**src/rtl/mandelbrot_escape_time_pixel_defines.svh**
```systemverilog
// assertion helpers shared by the rtl
`ifndef MANDELBROT_ESCAPE_TIME_PIXEL_DEFINES_SVH
`define MANDELBROT_ESCAPE_TIME_PIXEL_DEFINES_SVH

// same-cycle implication
`define ASSERT_IMP(label, clk, rst_n, ante, cons) \
    label: assert property (@(posedge clk) disable iff (!rst_n) (ante) |-> (cons)) \
        else $error("same-cycle check failed");

// next-cycle implication
`define ASSERT_NXT(label, clk, rst_n, ante, cons) \
    label: assert property (@(posedge clk) disable iff (!rst_n) (ante) |=> (cons)) \
        else $error("next-cycle check failed");

`endif

```
**src/rtl/mbet_pkg.sv**
```systemverilog
`timescale 1ns / 1ps
package mbet_pkg;

    localparam int COL_W   = 10;
    localparam int ROW_W   = 10;
    localparam int COLOR_W = 24;
    localparam int ITER_W  = 13;
    localparam int ESCL_W  = 31;
    localparam int CRD_W   = 32;
    localparam int PROD_W  = 2 * CRD_W;

    typedef logic signed [CRD_W-1:0]  t_coord;
    typedef logic signed [PROD_W-1:0] t_prod;

    typedef enum logic [3:0] {
        ST_IDLE,
        ST_MCA,
        ST_MCB,
        ST_LOAD,
        ST_ITP,
        ST_ITR,
        ST_ITI,
        ST_ITC,
        ST_COLW,
        ST_COLR,
        ST_FIN
    } t_state;

    localparam logic [2:0] REG_VIEW_LEFT  = 3'd0;
    localparam logic [2:0] REG_VIEW_TOP   = 3'd1;
    localparam logic [2:0] REG_STEP_REAL  = 3'd2;
    localparam logic [2:0] REG_STEP_IMAG  = 3'd3;
    localparam logic [2:0] REG_COLOR_SCL  = 3'd4;
    localparam logic [2:0] REG_ITER_MAX   = 3'd5;
    localparam logic [2:0] REG_ESC_LIMIT  = 3'd6;

    localparam t_coord               RST_VIEW_LEFT = -32'sd536870912;
    localparam t_coord               RST_VIEW_TOP  = -32'sd402653184;
    localparam t_coord               RST_STEP_REAL = 32'sd786432;
    localparam t_coord               RST_STEP_IMAG = 32'sd786432;
    localparam logic [COLOR_W-1:0]   RST_COLOR_SCL = 24'd16777215;
    localparam logic [ITER_W-1:0]    RST_ITER_MAX  = 13'd64;
    localparam logic [ESCL_W-1:0]    RST_ESC_LIMIT = 31'd1073741824;

endpackage

```
**src/rtl/mbet_mul.sv**
```systemverilog
`timescale 1ns / 1ps
module mbet_mul import mbet_pkg::*; (
    input  logic   i_clk,
    input  t_coord i_a,
    input  t_coord i_b,
    output t_prod  o_prod
);

    t_prod r_prod;

    always_ff @(posedge i_clk) begin
        r_prod <= i_a * i_b;
    end

    assign o_prod = r_prod;

endmodule

```
**src/rtl/mbet_div.sv**
```systemverilog
`timescale 1ns / 1ps
module mbet_div import mbet_pkg::*; (
    input  logic               i_clk,
    input  logic               i_rst_n,
    input  logic               i_start,
    input  logic [COLOR_W-1:0] i_dividend,
    input  logic [ITER_W-1:0]  i_divisor,
    output logic               o_done,
    output logic [COLOR_W-1:0] o_quot
);

    localparam int CNT_W = $clog2(COLOR_W);

    logic               r_busy;
    logic               r_done;
    logic [CNT_W-1:0]   r_cnt;
    logic [ITER_W-1:0]  r_rem;
    logic [ITER_W-1:0]  r_div;
    logic [COLOR_W-1:0] r_quot;

    logic [ITER_W:0]    w_shift;
    logic [ITER_W+1:0]  w_trial;

    assign w_shift = {r_rem, r_quot[COLOR_W-1]};
    assign w_trial = {1'b0, w_shift} - {2'b00, r_div};

    always_ff @(posedge i_clk) begin
        if (!i_rst_n) begin
            r_busy <= 1'b0;
            r_done <= 1'b0;
            r_cnt  <= '0;
        end else if (i_start) begin
            r_busy <= 1'b1;
            r_done <= 1'b0;
            r_cnt  <= CNT_W'(COLOR_W - 1);
        end else if (r_busy) begin
            r_cnt <= r_cnt - 1'b1;
            if (r_cnt == '0) begin
                r_busy <= 1'b0;
                r_done <= 1'b1;
            end
        end
    end

    // one restoring step per cycle, dividend shifted out as quotient shifts in
    always_ff @(posedge i_clk) begin
        if (i_start) begin
            r_rem  <= '0;
            r_div  <= i_divisor;
            r_quot <= i_dividend;
        end else if (r_busy) begin
            if (!w_trial[ITER_W+1]) begin
                r_rem  <= w_trial[ITER_W-1:0];
                r_quot <= {r_quot[COLOR_W-2:0], 1'b1};
            end else begin
                r_rem  <= w_shift[ITER_W-1:0];
                r_quot <= {r_quot[COLOR_W-2:0], 1'b0};
            end
        end
    end

    assign o_done = r_done;
    assign o_quot = r_quot;

endmodule

```
**src/rtl/mandelbrot_escape_time_pixel.sv**
```systemverilog
`timescale 1ns / 1ps
// mandelbrot escape-time evaluator for one pixel
// input beat on s_axis: pixel column and row. the point c is formed from the
// view registers, then z = z^2 + c is iterated from zero until |z|^2 exceeds
// escape_limit_sq or the iteration limit is reached.
// output beat on m_axis: column, row, colour, iteration index and escaped flag.
// registers are written over the apb port; the user must write them only while no pixel
// is in flight, as the block itself does not enforce this. setup runs through ST_MCA and
// ST_MCB, which drive the one 32x32 multiplier to form c, and ST_LOAD; each iteration
// then steps through ST_ITP, ST_ITR and ST_ITI, which drive the multiplier, and ST_ITC,
// which runs the escape test. an escaping pixel then passes through ST_COLW, ST_COLR and
// ST_FIN to scale the colour and load the output register, ST_COLW waiting for a serial
// divider that is started at the input beat. s_axis_tready is high only between pixels,
// so the next input beat can be taken in the cycle in which output valid rises.
// the output register holds one result, so a new pixel is taken while a
// result waits; a stalled receiver holds the next result in its final state.
// reset restores the default view and clears all handshake state.
`include "mandelbrot_escape_time_pixel_defines.svh"
module mandelbrot_escape_time_pixel import mbet_pkg::*; #(
    parameter int ROWS          = 1024,
    parameter int FRACTION_BITS = 28
) (
    input  logic        i_clk,
    input  logic        i_rst_n,
    input  logic        s_axis_tvalid,
    output logic        s_axis_tready,
    input  logic [23:0] s_axis_tdata,   // column, row
    output logic        m_axis_tvalid,
    input  logic        m_axis_tready,
    output logic [63:0] m_axis_tdata,   // out_column, out_row, color, iterations, escaped
    input  logic        psel,
    input  logic        penable,
    input  logic        pwrite,
    input  logic [4:0]  paddr,
    input  logic [31:0] pwdata,
    output logic [31:0] prdata,
    output logic        pready
);

    localparam int SH_RE = FRACTION_BITS;
    localparam int SH_IM = FRACTION_BITS - 1;
    localparam logic signed [PROD_W:0] SAT_MAX = (PROD_W+1)'(64'sd2147483647);
    localparam logic signed [PROD_W:0] SAT_MIN = (PROD_W+1)'(-64'sd2147483648);

    function automatic t_coord f_sat(input logic signed [PROD_W:0] v);
        if (v > SAT_MAX) begin
            return SAT_MAX[CRD_W-1:0];
        end else if (v < SAT_MIN) begin
            return SAT_MIN[CRD_W-1:0];
        end
        return v[CRD_W-1:0];
    endfunction

    t_coord             r_view_left;
    t_coord             r_view_top;
    t_coord             r_step_re;
    t_coord             r_step_im;
    logic [COLOR_W-1:0] r_color_scl;
    logic [ITER_W-1:0]  r_lim;
    logic [ESCL_W-1:0]  r_esc_lim;

    t_state             r_state;
    t_state             n_state;

    logic [COL_W-1:0]   r_col;
    logic [ROW_W-1:0]   r_row;
    t_coord             r_ca;
    t_coord             r_cb;
    t_coord             r_zr;
    t_coord             r_zi;
    t_prod              r_sqr;
    t_prod              r_sqi;
    logic [ITER_W-1:0]  r_iter;
    logic [ITER_W-1:0]  r_res_iters;
    logic               r_res_esc;
    logic [COLOR_W-1:0] r_res_color;

    logic               r_out_valid;
    logic [COL_W-1:0]   r_out_col;
    logic [ROW_W-1:0]   r_out_row;
    logic [COLOR_W-1:0] r_out_color;
    logic [ITER_W-1:0]  r_out_iters;
    logic               r_out_esc;

    logic               w_cfg_wr;
    logic               w_accept;
    logic               w_out_load;
    logic               w_div_start;
    logic               w_div_done;
    logic [COLOR_W-1:0] w_quot;
    t_coord             w_mul_a;
    t_coord             w_mul_b;
    t_prod              w_prod;
    t_coord             w_rowoff;
    t_prod              w_diff;
    t_coord             w_nr;
    t_coord             w_ni;
    t_coord             w_ca;
    t_coord             w_cb;
    logic [PROD_W-1:0]  w_mag_sum;
    logic [PROD_W-1:0]  w_mag;
    logic               w_esc;
    logic               w_last;

    // configuration port
    assign pready   = 1'b1;
    assign w_cfg_wr = psel && penable && pwrite && pready;

    always_ff @(posedge i_clk) begin
        if (!i_rst_n) begin
            r_view_left <= RST_VIEW_LEFT;
            r_view_top  <= RST_VIEW_TOP;
            r_step_re   <= RST_STEP_REAL;
            r_step_im   <= RST_STEP_IMAG;
            r_color_scl <= RST_COLOR_SCL;
            r_lim       <= RST_ITER_MAX;
            r_esc_lim   <= RST_ESC_LIMIT;
        end else if (w_cfg_wr) begin
            case (paddr[4:2])
                REG_VIEW_LEFT: r_view_left <= pwdata;
                REG_VIEW_TOP:  r_view_top  <= pwdata;
                REG_STEP_REAL: r_step_re   <= pwdata;
                REG_STEP_IMAG: r_step_im   <= pwdata;
                REG_COLOR_SCL: r_color_scl <= pwdata[COLOR_W-1:0];
                REG_ITER_MAX:  r_lim       <= pwdata[ITER_W-1:0];
                REG_ESC_LIMIT: r_esc_lim   <= pwdata[ESCL_W-1:0];
                default: ;
            endcase
        end
    end

    always_comb begin
        case (paddr[4:2])
            REG_VIEW_LEFT: prdata = $unsigned(r_view_left);
            REG_VIEW_TOP:  prdata = $unsigned(r_view_top);
            REG_STEP_REAL: prdata = $unsigned(r_step_re);
            REG_STEP_IMAG: prdata = $unsigned(r_step_im);
            REG_COLOR_SCL: prdata = 32'(r_color_scl);
            REG_ITER_MAX:  prdata = 32'(r_lim);
            REG_ESC_LIMIT: prdata = 32'(r_esc_lim);
            default:       prdata = '0;
        endcase
    end

    // shared units
    mbet_mul u_mul (
        .i_clk  (i_clk),
        .i_a    (w_mul_a),
        .i_b    (w_mul_b),
        .o_prod (w_prod)
    );

    mbet_div u_div (
        .i_clk      (i_clk),
        .i_rst_n    (i_rst_n),
        .i_start    (w_div_start),
        .i_dividend (r_color_scl),
        .i_divisor  (r_lim),
        .o_done     (w_div_done),
        .o_quot     (w_quot)
    );

    // datapath arithmetic
    assign w_rowoff  = CRD_W'(ROWS - 1) - t_coord'({{(CRD_W-ROW_W){1'b0}}, r_row});
    assign w_diff    = r_sqr - r_sqi;
    assign w_nr      = f_sat((PROD_W+1)'(w_diff >>> SH_RE) + (PROD_W+1)'(r_ca));
    assign w_ni      = f_sat((PROD_W+1)'(w_prod >>> SH_IM) + (PROD_W+1)'(r_cb));
    assign w_ca      = f_sat((PROD_W+1)'(w_prod) + (PROD_W+1)'(r_view_left));
    assign w_cb      = f_sat((PROD_W+1)'(w_prod) + (PROD_W+1)'(r_view_top));
    assign w_mag_sum = $unsigned(r_sqr) + $unsigned(w_prod);
    assign w_mag     = w_mag_sum >> FRACTION_BITS;
    assign w_esc     = w_mag > PROD_W'(r_esc_lim);
    assign w_last    = (r_iter + 1'b1) == r_lim;

    assign w_accept   = s_axis_tvalid && s_axis_tready;
    assign w_out_load = (r_state == ST_FIN) && (!r_out_valid || m_axis_tready);

    // next state
    always_comb begin
        n_state = r_state;
        case (r_state)
            ST_IDLE: begin
                if (s_axis_tvalid) begin
                    n_state = ST_MCA;
                end
            end
            ST_MCA:  n_state = ST_MCB;
            ST_MCB:  n_state = ST_LOAD;
            ST_LOAD: begin
                if (r_lim == '0) begin
                    n_state = ST_FIN;
                end else begin
                    n_state = ST_ITP;
                end
            end
            ST_ITP:  n_state = ST_ITR;
            ST_ITR:  n_state = ST_ITI;
            ST_ITI:  n_state = ST_ITC;
            ST_ITC: begin
                if (w_esc) begin
                    n_state = ST_COLW;
                end else if (w_last) begin
                    n_state = ST_FIN;
                end else begin
                    n_state = ST_ITP;
                end
            end
            ST_COLW: begin
                if (w_div_done) begin
                    n_state = ST_COLR;
                end
            end
            ST_COLR: n_state = ST_FIN;
            ST_FIN: begin
                if (!r_out_valid || m_axis_tready) begin
                    n_state = ST_IDLE;
                end
            end
            default: n_state = ST_IDLE;
        endcase
    end

    // sequencer outputs
    always_comb begin
        s_axis_tready = 1'b0;
        w_div_start   = 1'b0;
        w_mul_a       = '0;
        w_mul_b       = '0;
        case (r_state)
            ST_IDLE: begin
                s_axis_tready = 1'b1;
                w_div_start   = s_axis_tvalid;
            end
            ST_MCA: begin
                w_mul_a = t_coord'({{(CRD_W-COL_W){1'b0}}, r_col});
                w_mul_b = r_step_re;
            end
            ST_MCB: begin
                w_mul_a = w_rowoff;
                w_mul_b = r_step_im;
            end
            ST_ITP: begin
                w_mul_a = r_zr;
                w_mul_b = r_zi;
            end
            ST_ITR: begin
                w_mul_a = r_zr;
                w_mul_b = r_zr;
            end
            ST_ITI: begin
                w_mul_a = r_zi;
                w_mul_b = r_zi;
            end
            ST_COLW: begin
                w_mul_a = t_coord'({{(CRD_W-COLOR_W){1'b0}}, w_quot});
                w_mul_b = t_coord'({{(CRD_W-ITER_W){1'b0}}, r_iter});
            end
            default: ;
        endcase
    end

    always_ff @(posedge i_clk) begin
        if (!i_rst_n) begin
            r_state <= ST_IDLE;
        end else begin
            r_state <= n_state;
        end
    end

    // iteration registers
    always_ff @(posedge i_clk) begin
        case (r_state)
            ST_IDLE: begin
                if (w_accept) begin
                    r_col <= s_axis_tdata[COL_W-1:0];
                    r_row <= s_axis_tdata[COL_W+ROW_W-1:COL_W];
                end
            end
            ST_MCB: begin
                r_ca <= w_ca;
            end
            ST_LOAD: begin
                r_cb        <= w_cb;
                r_zr        <= '0;
                r_zi        <= '0;
                r_sqr       <= '0;
                r_sqi       <= '0;
                r_iter      <= '0;
                r_res_iters <= '0;
                r_res_esc   <= 1'b0;
                r_res_color <= '0;
            end
            ST_ITP: begin
                r_zr <= w_nr;
            end
            ST_ITR: begin
                r_zi <= w_ni;
            end
            ST_ITI: begin
                r_sqr <= w_prod;
            end
            ST_ITC: begin
                r_sqi <= w_prod;
                if (w_esc) begin
                    r_res_esc   <= 1'b1;
                    r_res_iters <= r_iter;
                end else if (w_last) begin
                    r_res_iters <= r_lim;
                end else begin
                    r_iter <= r_iter + 1'b1;
                end
            end
            ST_COLR: begin
                r_res_color <= w_prod[COLOR_W-1:0];
            end
            default: ;
        endcase
    end

    // output register
    always_ff @(posedge i_clk) begin
        if (!i_rst_n) begin
            r_out_valid <= 1'b0;
        end else if (w_out_load) begin
            r_out_valid <= 1'b1;
        end else if (m_axis_tready) begin
            r_out_valid <= 1'b0;
        end
    end

    always_ff @(posedge i_clk) begin
        if (w_out_load) begin
            r_out_col   <= r_col;
            r_out_row   <= r_row;
            r_out_color <= r_res_color;
            r_out_iters <= r_res_iters;
            r_out_esc   <= r_res_esc;
        end
    end

    assign m_axis_tvalid = r_out_valid;
    assign m_axis_tdata  = {6'b0, r_out_esc, r_out_iters, r_out_color, r_out_row, r_out_col};

    `ASSERT_NXT(a_accept_starts, i_clk, i_rst_n, w_accept, r_state == ST_MCA)
    `ASSERT_IMP(a_iter_in_range, i_clk, i_rst_n,
        r_state == ST_ITP || r_state == ST_ITR || r_state == ST_ITI || r_state == ST_ITC,
        r_iter < r_lim)
    `ASSERT_IMP(a_esc_index_below_limit, i_clk, i_rst_n, r_out_valid && r_out_esc,
        r_out_iters < r_lim)
    `ASSERT_IMP(a_no_esc_black, i_clk, i_rst_n, r_out_valid && !r_out_esc,
        r_out_color == '0 && r_out_iters == r_lim)

endmodule

```
**config.mk**
```make
export PLATFORM = sky130hd
export DESIGN_NAME = mandelbrot_escape_time_pixel
export DESIGN_NICKNAME = d
export VERILOG_FILES = /design/src/rtl/mbet_pkg.sv /design/src/rtl/mbet_mul.sv /design/src/rtl/mbet_div.sv /design/src/rtl/mandelbrot_escape_time_pixel.sv
export VERILOG_INCLUDE_DIRS = /design/src /design/src/rtl
export SDC_FILE = /design/constraint.sdc
export NUM_CORES = 2
export LEC_CHECK = 0
export ABC_CLOCK_PERIOD_IN_PS = 12000
export BUFFER_PORTS_ARGS = -buffer_cell sky130_fd_sc_hd__buf_2
export CAP_MARGIN = 20
export CORE_MARGIN = 3
export CORE_UTILIZATION = 57
export DETAILED_ROUTE_END_ITERATION = 6
export PLACE_DENSITY = 0.72
export SETUP_SLACK_MARGIN = 0.05
export SLEW_MARGIN = 40
export SYNTH_ARGS = -nofsm -noshare
export SYNTH_HDL_FRONTEND = slang
export SYNTH_SLANG_ARGS = --single-unit
```
**constraint.sdc**
```tcl
create_clock -name i_clk -period 12 [get_ports i_clk]
set_input_delay 1.2 -clock i_clk [delete_from_list [all_inputs] [get_ports i_clk]]
set_output_delay 1.2 -clock i_clk [all_outputs]
set_load 0.005 [all_outputs]
```
; Yosys cells after proc, flatten, opt, wreduce, memory -nomap -nowiden
; Index checks and enable logic that the tools add are counted.
[op_classes]
n_bitwise = 1
addsub = 10
magnitude_cmp = 9
reduce_logical = 33
muxes = 56
n_eq_ne = 24
mul = 1
[op_table]
columns = cell, count
row1 = 32-bit two-way mux, 12
row2 = 32-bit one-hot mux with 5 select lines, 2
row3 = 64-bit one-hot mux with 2 select lines, 2
row4 = 32-bit one-hot mux with 7 select lines, 1
row5 = 64-bit by 32-bit adder with 65-bit output, 2
row6 = "65-bit by 32-bit greater-than comparator with 1-bit output, second input constant", 2
row7 = "65-bit by 32-bit less-than comparator with 1-bit output, second input constant", 2
row8 = 32-bit one-hot mux with 2 select lines, 2
row9 = 13-bit two-way mux, 5
row10 = 64-bit adder, 1
row11 = 32-bit by 32-bit multiplier with 64-bit output, 1
row12 = 64-bit subtractor, 1
row13 = 13-bit one-hot mux with 2 select lines, 2
row14 = 24-bit two-way mux, 2
row15 = 24-bit one-hot mux with 2 select lines, 1
row16 = 4-bit one-hot mux with 11 select lines, 1
row17 = 37-bit by 32-bit adder with 38-bit output, 1
row18 = "38-bit by 32-bit greater-than comparator with 1-bit output, second input constant", 1
row19 = "38-bit by 32-bit less-than comparator with 1-bit output, second input constant", 1
row20 = 36-bit by 32-bit adder with 37-bit output, 1
row21 = "37-bit by 32-bit greater-than comparator with 1-bit output, second input constant", 1
row22 = "37-bit by 32-bit less-than comparator with 1-bit output, second input constant", 1
row23 = 36-bit by 31-bit greater-than comparator with 1-bit output, 1
row24 = 4-bit two-way mux, 6
row25 = other kinds (30), 82
[word_totals]
reg_bits = 707
wordCells = 168

; Logic depth before layout (Yosys ltp)
[logic_depth]
ltp_word = 7
ltp_mapped = 38

; Cells and area by module
; From an unflattened synthesis, not the netlist that was laid out.
[hier_totals]
cells_unflattened = 9019
area_unflattened_um2 = 83416.3
[modules_own_cells]
columns = module, area_per_inst_um2, n_inst, seq_area_each_um2, cells_per_inst
row1 = mandelbrot_escape_time_pixel, 42924.9, 1, 15584.9, 4807
row2 = mbet_mul, 37553.5, 1, 1281.2, 3956
row3 = mbet_div, 2937.8, 1, 1511.4, 256

; Least setup slack after synthesis
; OpenSTA, ideal clock, no wires.
[synth_path]
path_kind = flip-flop to flip-flop
startpoint = reg r_state[3]
endpoint = reg u_mul.r_prod[61] (netlist: u_mul.o_prod[61])
setup_time_ps = 72
arrival_time_ps = 9861
stages_incl_launch_ff = 34
setup_slack_ps = 2067
period_less_slack_ps = 9933
cell_sequence = dfxtp_1 -> clkbuf_1 -> or3_1 -> inv_1 -> clkbuf_1 -> clkbuf_1 -> nand2_1 -> nand3_1 -> clkbuf_1 -> nand2_1 -> inv_1 -> fa_1 -> fa_1 -> fa_1 -> fa_1 -> inv_1 -> fa_1 -> inv_1 -> fa_1 -> inv_1 -> fa_1 -> inv_1 -> fa_1 -> ha_1 -> clkbuf_1 -> a21o_1 -> a21o_1 -> a21o_1 -> a21o_1 -> a21o_1 -> a21oi_1 -> o31ai_1 -> a21oi_1 -> xnor2_1
[synth_via]
elab_chain_len = 4
word_cells_on_any_way = 11
cone_classes = mul (1) / eq/ne (6) / mux (2) / reduce/logical (2)
[synth_rtl]
columns = item, line
row1 = start: declaration, mandelbrot_escape_time_pixel.sv:62  ; t_state r_state;
row2 = start signal: assignment, mandelbrot_escape_time_pixel.sv:266  ; r_state <= n_state;
row3 = 4-bit by 3-bit equality test with 1-bit output, mandelbrot_escape_time_pixel.sv:229  ; case (r_state)
row4 = 2-bit OR reduction (no source line), -
row5 = 32-bit one-hot mux with 5 select lines, mandelbrot_escape_time_pixel.sv:229
row6 = 32-bit by 32-bit multiplier with 64-bit output (*), mbet_mul.sv:12  ; r_prod <= i_a * i_b;
row7 = end signal: assignment, mbet_mul.sv:12
row8 = end: declaration, mbet_mul.sv:9  ; t_prod r_prod;
; Every way passes the cells marked *; elsewhere a longest branch is shown, timed or not.
; A chain may end at the register's enable or synchronous reset.

; Worst setup path in the final report
[layout_path]
startpoint = reg r_state[1]
endpoint = reg u_mul.r_prod[60] (netlist: u_mul.o_prod[60])
; Same word-level chain as after synthesis.

==> impl_metrics.tcl <==
set metrics [dict create \
    outcome "completed" \
    routedWlPerCell_um 25.4 \
    cp-end-kind "flop" \
    clk_latency_ps 690 \
    syn-cell-area_um2 81100 \
    fin_crit_sh_pct 96.4 \
    clkSinkCount 707 \
    setup-violations-final 0 \
    min_period_ps 11560 \
    setup-tns-final_ps 0 \
    synthDistinctLibCells 100 \
    rsz0062_at_grt "no" \
    fp.dieW_um 383 \
    ant_nets 0 \
    tritoncts "yes" \
    syn_avg_cell_area_um2 9.07 \
    rows 137 \
    path_clk_slew_ps 70 \
    grt_pass1_wl_um 415000 \
    fillCellCount 11800 \
    ys_seq_area_share_pct 22.7 \
    grt_pass1_vias 66500 \
    start_util_pct 57.8 \
    yosys_warnings 0 \
    postCtsSetupRepairBufs 0 \
    cts_buffers 75 \
    ctsResizeCount 0 \
    slew_headroom_pct 34.2 \
    cts_hold_buf 0 \
    total_leakage_power_nw 39.7 \
    fmax_mhz 86.5 \
    num_vias 67000 \
    skew_ps 58.5 \
    grt_max_degree 75 \
    finalInstanceArea_um2 87100 \
    cp-start-kind "flop" \
    synthCells 8939 \
    synth-edff-count 422 \
    hold_path_class "flop to flop" \
    die-area_um2 147000 \
    arrival_ps 12130 \
    drc_errors 0 \
    ys.flop_type "edfxtp_1" \
    routed_via_density 6.14 \
    track_usage_pct 38.0 \
    numPortBuffers 153 \
    dr.pass1.iters 6 \
    layout-drive-gt1-share_pct 7.36 \
    worst_pin_slew_ps 987 \
    maxCapViolations 0 \
    cpPeakStageDelay_ps 730 \
    nets 10700 \
    async_reset_ff_share_pct 0 \
    crit_path_frequent_cell "fa_1" \
    cp_data_required_time_ps 12560 \
    gp_congestion 1.03 \
    core_um2 140000 \
    peakVddDrop_v 0.000243 \
    h-tree-depth 3 \
    area_growth_pct 7.40 \
    dpl_cell_area_um2 84400 \
    clock_path_buffers 3 \
    slew_violations 0 \
    clock_tree.root_cell "clkbuf_16" \
    overflow 0 \
    p_per_area_nw_per_um2 152 \
    crit_type "flop to flop" \
    pin_count 167 \
    dp_hpwl_um 224000 \
    routed_wl_um 278000 \
    crit_fanout 28 \
    drt_iter0_markers 7067 \
    hold_violations 0 \
    grt_antenna_before_repair 26 \
    synth_seq_cells 707 \
    die_y_um 383 \
    cp_slowest_cell "nand2_1" \
]
sequential cells by signal, indices dropped and copies added (netlist names), 31 cells and up:
register	flops
r_ca	32
r_cb	32
r_esc_lim	31
r_sqi	64
r_sqr	64
r_step_im	32
r_step_re	32
r_view_left	32
r_view_top	32
r_zi	32
r_zr	32
u_mul.o_prod	64
cells in the mapped netlist (34+ instances only):
master	number	area share, %
nand3_1	128	0.79
nand2b_1	55	0.42
nor2b_1	41	0.32
o21bai_1	46	0.43
o21a_1	93	0.86
xor2_1	130	1.4
a211oi_1	46	0.43
o21ai_2	34	0.37
fa_1	1087	27
edfxtp_1	422	16
a31oi_1	46	0.35
nor3_1	74	0.46
nand4_1	92	0.71
and2_1	208	1.6
mux2i_1	42	0.52
a21boi_0	181	1.7
a21o_1	235	2.2
nand2_1	1351	6.3
clkbuf_1	374	1.7
a22oi_1	108	1.0
dfxtp_1	285	7.0
inv_1	1212	5.6
xnor2_1	197	2.1
ha_1	556	8.6
a21oi_1	409	2.5
o21ai_1	37	0.23
nor2_1	711	3.3
o21ai_0	261	1.6
stage by stage:
| step | worst slack (ps) | hold WS (ps) | power [mW] | instances | utilization, % |
|---|---|---|---|---|---|
| final | 438 | 414 | 13.2 | 10900 | 62.0 |
| after global routing | 292 | 421 | 13.9 | 10900 | 62.0 |
| after CTS | 793 | 403 | 13.0 | 10900 | 62.0 |
| after detailed placement | 851 | 405 | 10.6 | 10800 | 60.2 |
| after global placement | 1040 | 404 | 10.4 | 10800 | 60.0 |
| after floorplan | 2070 | 400 | 8.26 | 8944 | - |
final cells by class:
type / count / area, µm² / share of cell area (%)
Inverter: 1213 / 4550 / 5.23
Sequential cell: 707 / 18400 / 21.1
Antenna cell: 22 / 55.1 / 0.0632
Clock inverter: 35 / 450 / 0.517
Tap cell: 1876 / 2350 / 2.69
Clock buffer: 101 / 2130 / 2.44
Timing Repair Buffer: 363 / 2400 / 2.76
Multi-Input combinational cell: 6601 / 56800 / 65.2
cell families (layout without fill, tap and decap cells):
| logic type | Yosys count | in the layout | synth area share, % |
|---|---|---|---|
| compound gates | 1723 | 1723 | 14.2 |
| xor+xnor | 327 | 327 | 3.53 |
| fa+ha+maj | 1643 | 1643 | 35.4 |
| buf+inv | 1636 | 1712 | 7.72 |
| flops | 707 | 707 | 22.7 |
| mux | 75 | 75 | 1.16 |
| other cells | 2 | 29 | 0.00926 |
| simple gates | 2826 | 2826 | 15.3 |
critical path, delay by kind of cell (launching register included):
| kind | cells | cell delay, ps |
|---|---|---|
| adders and majority gates | 9 | 4230 |
| AOI/OAI and AO/OA | 11 | 3150 |
| and+or+nand+nor | 5 | 1910 |
| buffers and inverters | 7 | 1340 |
| DFF | 1 | 580 |
| xor gates and xnor gates | 1 | 150 |
placed cells by master, fill, tap and decap left out, types with 92 or more instances in the layout:
cell type  count
and2_1       206
o21a_1        93
a21oi_1      409
xor2_1       130
nor2_1       705
ha_1         556
buf_2        152
nand2_1     1348
a21boi_0     181
inv_1       1210
dfxtp_1      277
a21o_1       235
fa_1        1086
edfxtp_1     422
a22oi_1      108
nand3_1      128
o21ai_0      260
xnor2_1      197
buf_4        205
nand4_1       92
layer usage:
metal,track usage [%],vias to the layer above,wire (µm)
met5,0,-,125
met4,23.1,18,20700
met3,9.15,803,30100
met2,58.0,3506,122000
met1,49.1,33200,104000
li1,-,29500,-
worst paths after layout:
kind | slack [ps] | endpoint | startpoint | cells after the start
worst min register to register | 410 | r_out_color[4] | r_res_color[4] | 0
worst min-delay path | 410 | r_out_color[4] | r_res_color[4] | 0
worst max-delay path | 440 | u_mul.o_prod[60] | r_state[1] | 33
worst max register to register | 440 | u_mul.o_prod[60] | r_state[1] | 33
power by group:
part | switching, mW | leakage, nW | internal (mW)
Clock | 1.09 | 1.24 | 1.36
Combinational | 4.74 | 32.3 | 2.64
Sequential | 0.446 | 6.18 | 2.93
Note: power is estimated with default switching activity, not from simulation.
